### src/rtl/core/eti_pkg.sv
// Shared types and constants of the ephemeris table interpolator.
// Used by the controller, the datapath and the top level.
`default_nettype none
package eti_pkg;

   localparam logic [1:0] CMD_LOAD  = 2'd0;
   localparam logic [1:0] CMD_QUERY = 2'd1;
   localparam logic [1:0] CMD_CLEAR = 2'd2;

   localparam logic [1:0] ST_OK    = 2'd0;
   localparam logic [1:0] ST_EMPTY = 2'd1;
   localparam logic [1:0] ST_ZLEN  = 2'd2;

   localparam logic [1:0] RD_MID  = 2'd0;
   localparam logic [1:0] RD_IDX  = 2'd1;
   localparam logic [1:0] RD_IDX1 = 2'd2;

   localparam int unsigned FRAC_BITS = 24;
   localparam logic [63:0] FRAC_MAX  = 64'h3FFF_FFFF_FFFF_FFFF;

   typedef struct packed {
      logic       load;
      logic       clear;
      logic       cap_query;
      logic       srch_init;
      logic       srch_step;
      logic       idx_set;
      logic [1:0] rd_sel;
      logic       cap_a;
      logic       cap_b;
      logic       diff;
      logic       div_start;
      logic       comp_init;
      logic       comp_load;
      logic       mul_step;
      logic       rnd;
      logic       shf;
      logic       sat;
      logic       fin_empty;
      logic       fin_copy;
      logic       publish;
   } cmd_type;

   typedef struct packed {
      logic cnt_zero;
      logic cnt_one;
      logic srch_done;
      logic dzero;
      logic div_done;
      logic mul_last;
      logic comp_last;
      logic rsp_busy;
   } sts_type;

endpackage
`default_nettype wire

### src/rtl/core/eti_ctrl.sv
// Controller state machine: sequences load, clear and query requests over the
// datapath. Depends on eti_pkg for command and status structs.
`default_nettype none
module eti_ctrl (
   input  wire logic             clock,
   input  wire logic             reset,
   input  wire logic             req_valid,
   input  wire logic [1:0]       req_cmd,
   output logic                  req_ready,
   input  wire eti_pkg::sts_type sts,
   output eti_pkg::cmd_type      cmd
);
   localparam logic [4:0] S_IDLE   = 5'd0;
   localparam logic [4:0] S_QSTART = 5'd1;
   localparam logic [4:0] S_SRD    = 5'd2;
   localparam logic [4:0] S_SCMP   = 5'd3;
   localparam logic [4:0] S_IDX    = 5'd4;
   localparam logic [4:0] S_RDA    = 5'd5;
   localparam logic [4:0] S_RDB    = 5'd6;
   localparam logic [4:0] S_CAPB   = 5'd7;
   localparam logic [4:0] S_DIFF   = 5'd8;
   localparam logic [4:0] S_DECIDE = 5'd9;
   localparam logic [4:0] S_COPY   = 5'd10;
   localparam logic [4:0] S_DIV    = 5'd11;
   localparam logic [4:0] S_CLOAD  = 5'd12;
   localparam logic [4:0] S_MUL    = 5'd13;
   localparam logic [4:0] S_RND    = 5'd14;
   localparam logic [4:0] S_SHF    = 5'd15;
   localparam logic [4:0] S_SAT    = 5'd16;
   localparam logic [4:0] S_OUT    = 5'd17;

   logic [4:0] state_ff, state_in;

   always_ff @(posedge clock) begin
      if (reset) begin
         state_ff <= S_IDLE;
      end else begin
         state_ff <= state_in;
      end
   end

   assign req_ready = (state_ff == S_IDLE);

   always_comb begin
      cmd        = '0;
      cmd.rd_sel = eti_pkg::RD_MID;
      state_in   = state_ff;
      unique case (state_ff)
         S_IDLE: begin
            if (req_valid) begin
               unique case (req_cmd)
                  eti_pkg::CMD_LOAD:  cmd.load = 1'b1;
                  eti_pkg::CMD_CLEAR: cmd.clear = 1'b1;
                  eti_pkg::CMD_QUERY: begin
                     cmd.cap_query = 1'b1;
                     state_in      = S_QSTART;
                  end
                  default: ;
               endcase
            end
         end
         S_QSTART: begin
            cmd.srch_init = 1'b1;
            if (sts.cnt_zero) begin
               cmd.fin_empty = 1'b1;
               state_in      = S_OUT;
            end else if (sts.cnt_one) begin
               state_in = S_IDX;
            end else begin
               state_in = S_SRD;
            end
         end
         S_SRD: begin
            state_in = sts.srch_done ? S_IDX : S_SCMP;
         end
         S_SCMP: begin
            cmd.srch_step = 1'b1;
            state_in      = S_SRD;
         end
         S_IDX: begin
            cmd.idx_set = 1'b1;
            state_in    = S_RDA;
         end
         S_RDA: begin
            cmd.rd_sel = eti_pkg::RD_IDX;
            state_in   = S_RDB;
         end
         S_RDB: begin
            cmd.rd_sel = eti_pkg::RD_IDX1;
            cmd.cap_a  = 1'b1;
            state_in   = S_CAPB;
         end
         S_CAPB: begin
            cmd.cap_b = 1'b1;
            state_in  = S_DIFF;
         end
         S_DIFF: begin
            cmd.diff = 1'b1;
            state_in = S_DECIDE;
         end
         S_DECIDE: begin
            if (sts.cnt_one || sts.dzero) begin
               state_in = S_COPY;
            end else begin
               cmd.div_start = 1'b1;
               state_in      = S_DIV;
            end
         end
         S_COPY: begin
            cmd.fin_copy = 1'b1;
            state_in     = S_OUT;
         end
         S_DIV: begin
            if (sts.div_done) begin
               cmd.comp_init = 1'b1;
               state_in      = S_CLOAD;
            end
         end
         S_CLOAD: begin
            cmd.comp_load = 1'b1;
            state_in      = S_MUL;
         end
         S_MUL: begin
            cmd.mul_step = 1'b1;
            if (sts.mul_last) begin
               state_in = S_RND;
            end
         end
         S_RND: begin
            cmd.rnd  = 1'b1;
            state_in = S_SHF;
         end
         S_SHF: begin
            cmd.shf  = 1'b1;
            state_in = S_SAT;
         end
         S_SAT: begin
            cmd.sat  = 1'b1;
            state_in = sts.comp_last ? S_OUT : S_CLOAD;
         end
         S_OUT: begin
            // hold the result until the response register is free
            if (!sts.rsp_busy) begin
               cmd.publish = 1'b1;
               state_in    = S_IDLE;
            end
         end
         default: state_in = S_IDLE;
      endcase
   end

   a_publish_free: assert property (@(posedge clock) disable iff (reset)
      cmd.publish |-> !sts.rsp_busy) else $error("response overwritten");
   a_div_nonzero: assert property (@(posedge clock) disable iff (reset)
      cmd.div_start |-> !sts.dzero && !sts.cnt_one) else $error("divide by zero length");
   a_query_result: assert property (@(posedge clock) disable iff (reset)
      (state_ff == S_SAT && sts.comp_last) |=> state_ff == S_OUT)
      else $error("lerp did not finish into output");
endmodule
`default_nettype wire
### config.mk
export PLATFORM = sky130hd
export DESIGN_NAME = eti_ctrl
export DESIGN_NICKNAME = d
export VERILOG_FILES = /design/src/rtl/core/eti_pkg.sv /design/src/rtl/core/eti_ctrl.sv
export SDC_FILE = /design/constraint.sdc
export NUM_CORES = 1
export LEC_CHECK = 0
export BUFFER_PORTS_ARGS = -buffer_cell sky130_fd_sc_hd__buf_2
export CORE_MARGIN = 3
export CORE_UTILIZATION = 25
export DETAILED_ROUTE_END_ITERATION = 16
export PLACE_DENSITY = 0.5
export SYNTH_ARGS = -nofsm -noshare
export SYNTH_HDL_FRONTEND = slang
export SYNTH_SLANG_ARGS = --single-unit
### constraint.sdc
create_clock -name clock -period 1.9 [get_ports clock]
set_input_delay 0.095 -clock clock [delete_from_list [all_inputs] [get_ports clock]]
set_output_delay 0.095 -clock clock [all_outputs]
set_load 0.1 [all_outputs]
Yosys cells after proc, flatten, opt, wreduce, memory -nomap -nowiden
Index checks and enable logic that the tools add are counted. W data, S select, Z words.

Add/subtract/negate cells: 0. Multiply operators: 0. Divide/modulo/power cells: 0. Order comparisons: 0. Equality and inequality tests: 24. Shift-type cells: 0. Multiplexer cells: 37. Bitwise operators: 0. Reductions and logical operators: 4.

Operator list (number): $pmux W5 S18 (1); $eq A5 B4 Y1 const B (8); $mux W5 (7); $mux W1 (24); $eq A5 B3 Y1 const B (4); $mux W3 (4); $eq A5 B2 Y1 const B (2); $eq A5 B5 Y1 const B (2); $ne A2 B2 Y1 const B (4); $eq A5 B1 Y1 const B (1); $logic_not A5 Y1 (1); $reduce_and A5 Y1 (1); $pmux W2 S2 (1); $eq A2 B1 Y1 const B (1); $eq A2 B2 Y1 const B (1); $logic_not A2 Y1 (1); $ne A2 B1 Y1 const B (1); $logic_or A1 B1 Y1 (1).

Flip-flop bits (word level): 5. Latch bits: 0. Memory bits (writable): 0. Bits in read-only memories: 0. Input bits: 13. Output and inout bits: 22. Logic and storage cells: 66. Memories: 0.

Longest topological paths before layout
Depth after elaboration: 4. Depth in mapped cells: 6. Depth with buffers taken out: 4.

Least setup slack after synthesis
OpenSTA, ideal clock, no wires.

Path type: reg2out. Start point: reg state_ff[2]. End point: out cmd[20] (netlist name). Arrival: 3.977 ns. Data required time: 1.805 ns. Path slack: -2.172 ns. Cell stages (with the launch flop): 5. Path buffers: 1. Cell sequence: dfxtp_1 -> clkbuf_1 -> nor3_1 -> nand2_1 -> nor4b_1.

RTL lines: start, declared (line eti_ctrl.sv:32) `logic [4:0] state_ff, state_in;`; start signal, assigned (line eti_ctrl.sv:38) `state_ff <= state_in;`; end, declared (line eti_ctrl.sv:11) `output eti_pkg::cmd_type cmd`.

==> metrics.yaml <==
grt_pass1_vias: 790
fin_total_pwr_mw: 1.589
hp-class: "in2reg"
gp_congestion: 0.8238
largest_reg_flops: 5
holdPathStages: 2
syn_to_final_growth_pct: 122.4
setup_viol: 0
clk_latency_ps: 250
synthFlopType: "dfxtp_1"
root_buffer: "clkbuf_4"
synth.net_count: 112
drv_cap: 0
antenna_found_initial: 0
r2r_end: "state_ff[2]$_SDFFE_PP0P_"
hold_slack_ps: 29.88
die-area_um2: 3262
synth_top_cell_by_area: "dfxtp_1"
clk_pin_slew_ps: 50
startpoint_type: "register"
multi_input_area_um2: 704.4
ctsLongestPathBuffers: 2
cts_buffers: 3
worstRegToRegCells: 4
dieHeight_um: 57.11
min_from: "reset"
ctsHtreeMaxLevel: 1
synth_area_leaders: "dfxtp_1, nor2_1, nor3_1"
grt_pass1_wl_mm: 3.560
rr_startpoint: "state_ff[1]$_SDFFE_PP0P_"
dr.pass1.iters: 4
start_util_pct: 27.91
portBuffers: 34
syn_area_um2: 653.1
synth_enable_flop_cells: 0
yosys_warnings: 0
slew_violations: 0
synth_top_area_share_pct: 15.33
fin_skew_ps: 4.267
totalWireLength_mm: 2.153
fmax_ghz: 0.5491
grt_use_total_pct: 13.41
vias_per_cell: 5.212
ys_types: 38
yosysMostFrequentCell: "nor2_1"
peakVddDrop_v: 0.001181
cts_tree: "built"
drive_gt1_share_pct: 55.47
path_max_fanout: 14
largestRegisters: "state_ff: 5 flops"
status: "finished clean"
core_um2: 2340
crit_type: "reg2out"
ys_seq_elements: 5
final-seq-area_um2: 101.3
endpoint_kind: "output pin"
insertedDiodeCount: 0
grt_overflow: 0
relSlewSlack_pct: 69.63
dp_hpwl_mm: 1.810
num_rows: 17
worst_slew_pin_slew_ps: 455.5
holdPathEnd: "state_ff[3]$_SDFFE_PP0P_"
wire_per_inst_um: 13.05
final_hold_viol_count: 0
yosysSeqAreaShare_pct: 15.33
cts_num_sinks: 5
cp_data_required_time_ps: 1800
regMostFlops: "state_ff"
cp.arrival_ps: 1730
reg2reg_slack_ps: 250
drt-initial-drc-count: 7
io_pins: 35
p_per_area_nw_per_um2: 1094
synth.avg_cell_area_um2: 6.597
fill_cells: 196
vias: 860
async_reset_ff_share_pct: 0
grt_setup_unrepaired: "false"
drtAntennaViolNets: 0
p_leak_nw: 0.5464
yosys-top-cells-count: "nor2_1, nand2_1, clkbuf_1, nor3_1, dfxtp_1"
finalCritPeriodShare_pct: 95.85
synthCells: 99
grt_start_max_net_pins: 19
cts_resized: 0
hold_buffers: 0
period_minus_slack_ps: 1821
post-cts-setup-buffers: 0
die_w_um: 57.11
drc_errors: 0
final_nets: 151
==> worst max-delay path: stages (launching register included) <==
cell,delay (ps)
dfxtp_1,370
buf_4,230
or4_1,580
nor2_4,120
buf_12,180
==> layer usage <==
layer	global-route usage (%)	part of all wire [%]
met5	0	0
met4	6.954	2.9
met3	1.584	4.6
met2	22.35	49
met1	16.82	44
==> cell usage in the layout, fill, tap and decap left out, types with 2 or more instances in the layout <==
| master | n |
|---|---|
| nand3b_1 | 2 |
| nor2b_1 | 2 |
| nand2_4 | 2 |
| nor3b_1 | 2 |
| nor2_1 | 4 |
| nand2b_1 | 3 |
| nor2_4 | 5 |
| dfxtp_1 | 4 |
| and3b_1 | 3 |
| clkbuf_4 | 3 |
| inv_1 | 3 |
| nand2_1 | 6 |
| buf_4 | 9 |
| o21ai_0 | 4 |
| nor3_2 | 3 |
| nor4_4 | 3 |
| o21bai_1 | 2 |
| nor3_4 | 5 |
| nor2_2 | 3 |
| or4b_1 | 3 |
| buf_2 | 12 |
| a21oi_1 | 4 |
| buf_12 | 22 |
==> where the power goes <==
part | leakage [nW] | switching (mW) | internal [mW] | total, mW
sequential | 0.0413 | 0.0493 | 0.132 | 0.181
clock | 0.0150 | 0.0474 | 0.0797 | 0.127
combinational | 0.490 | 0.825 | 0.457 | 1.28
==> through the flow <==
stage / util [%] / setup TNS [ps] / std cells / instance area, µm² / setup slack (ps)
floorplan: - / -741.2 / 99 / 914.6 / -255.1
global placement: 60.59 / 0 / 161 / 1418 / 314.0
detailed placement: 60.59 / 0 / 161 / 1418 / 252.6
CTS: 61.71 / 0 / 165 / 1444 / 13.58
global route: 62.09 / 0 / 165 / 1453 / 20.28
finish: 62.09 / 0 / 165 / 1453 / 78.87
==> cells by family (layout without fill, tap and decap cells) <==
family / Yosys count / after routing / share of synthesized area (%)
compound gates: 21 / 21 / 22.22
simple gates: 60 / 60 / 53.83
buf+inv: 13 / 51 / 8.620
flops: 5 / 5 / 15.33
==> how the worst max path moves through the flow <==
stage	slack (ps)	end	depth (start not counted)	from
floorplan	-260	cmd[16]	4	state_ff[2]$_SDFFE_PP0P_
global placement	310	state_ff[4]$_SDFFE_PP0P_	6	state_ff[3]$_SDFFE_PP0P_
detailed placement	250	state_ff[0]$_SDFFE_PP0P_	6	state_ff[3]$_SDFFE_PP0P_
CTS	10	cmd[20]	4	state_ff[3]$_SDFFE_PP0P_
global route	20	cmd[9]	4	state_ff[1]$_SDFFE_PP0P_
finish	80	cmd[9]	4	state_ff[1]$_SDFFE_PP0P_
==> cell type report <==
cell class	count	area share, %
inverters	4	1.206
multi-input cells	81	48.49
clock buffers	4	1.809
flip-flops and latches	5	6.977
repair buffers	43	39.10
well taps	28	2.412
Note: power is estimated with default switching activity, not from simulation.
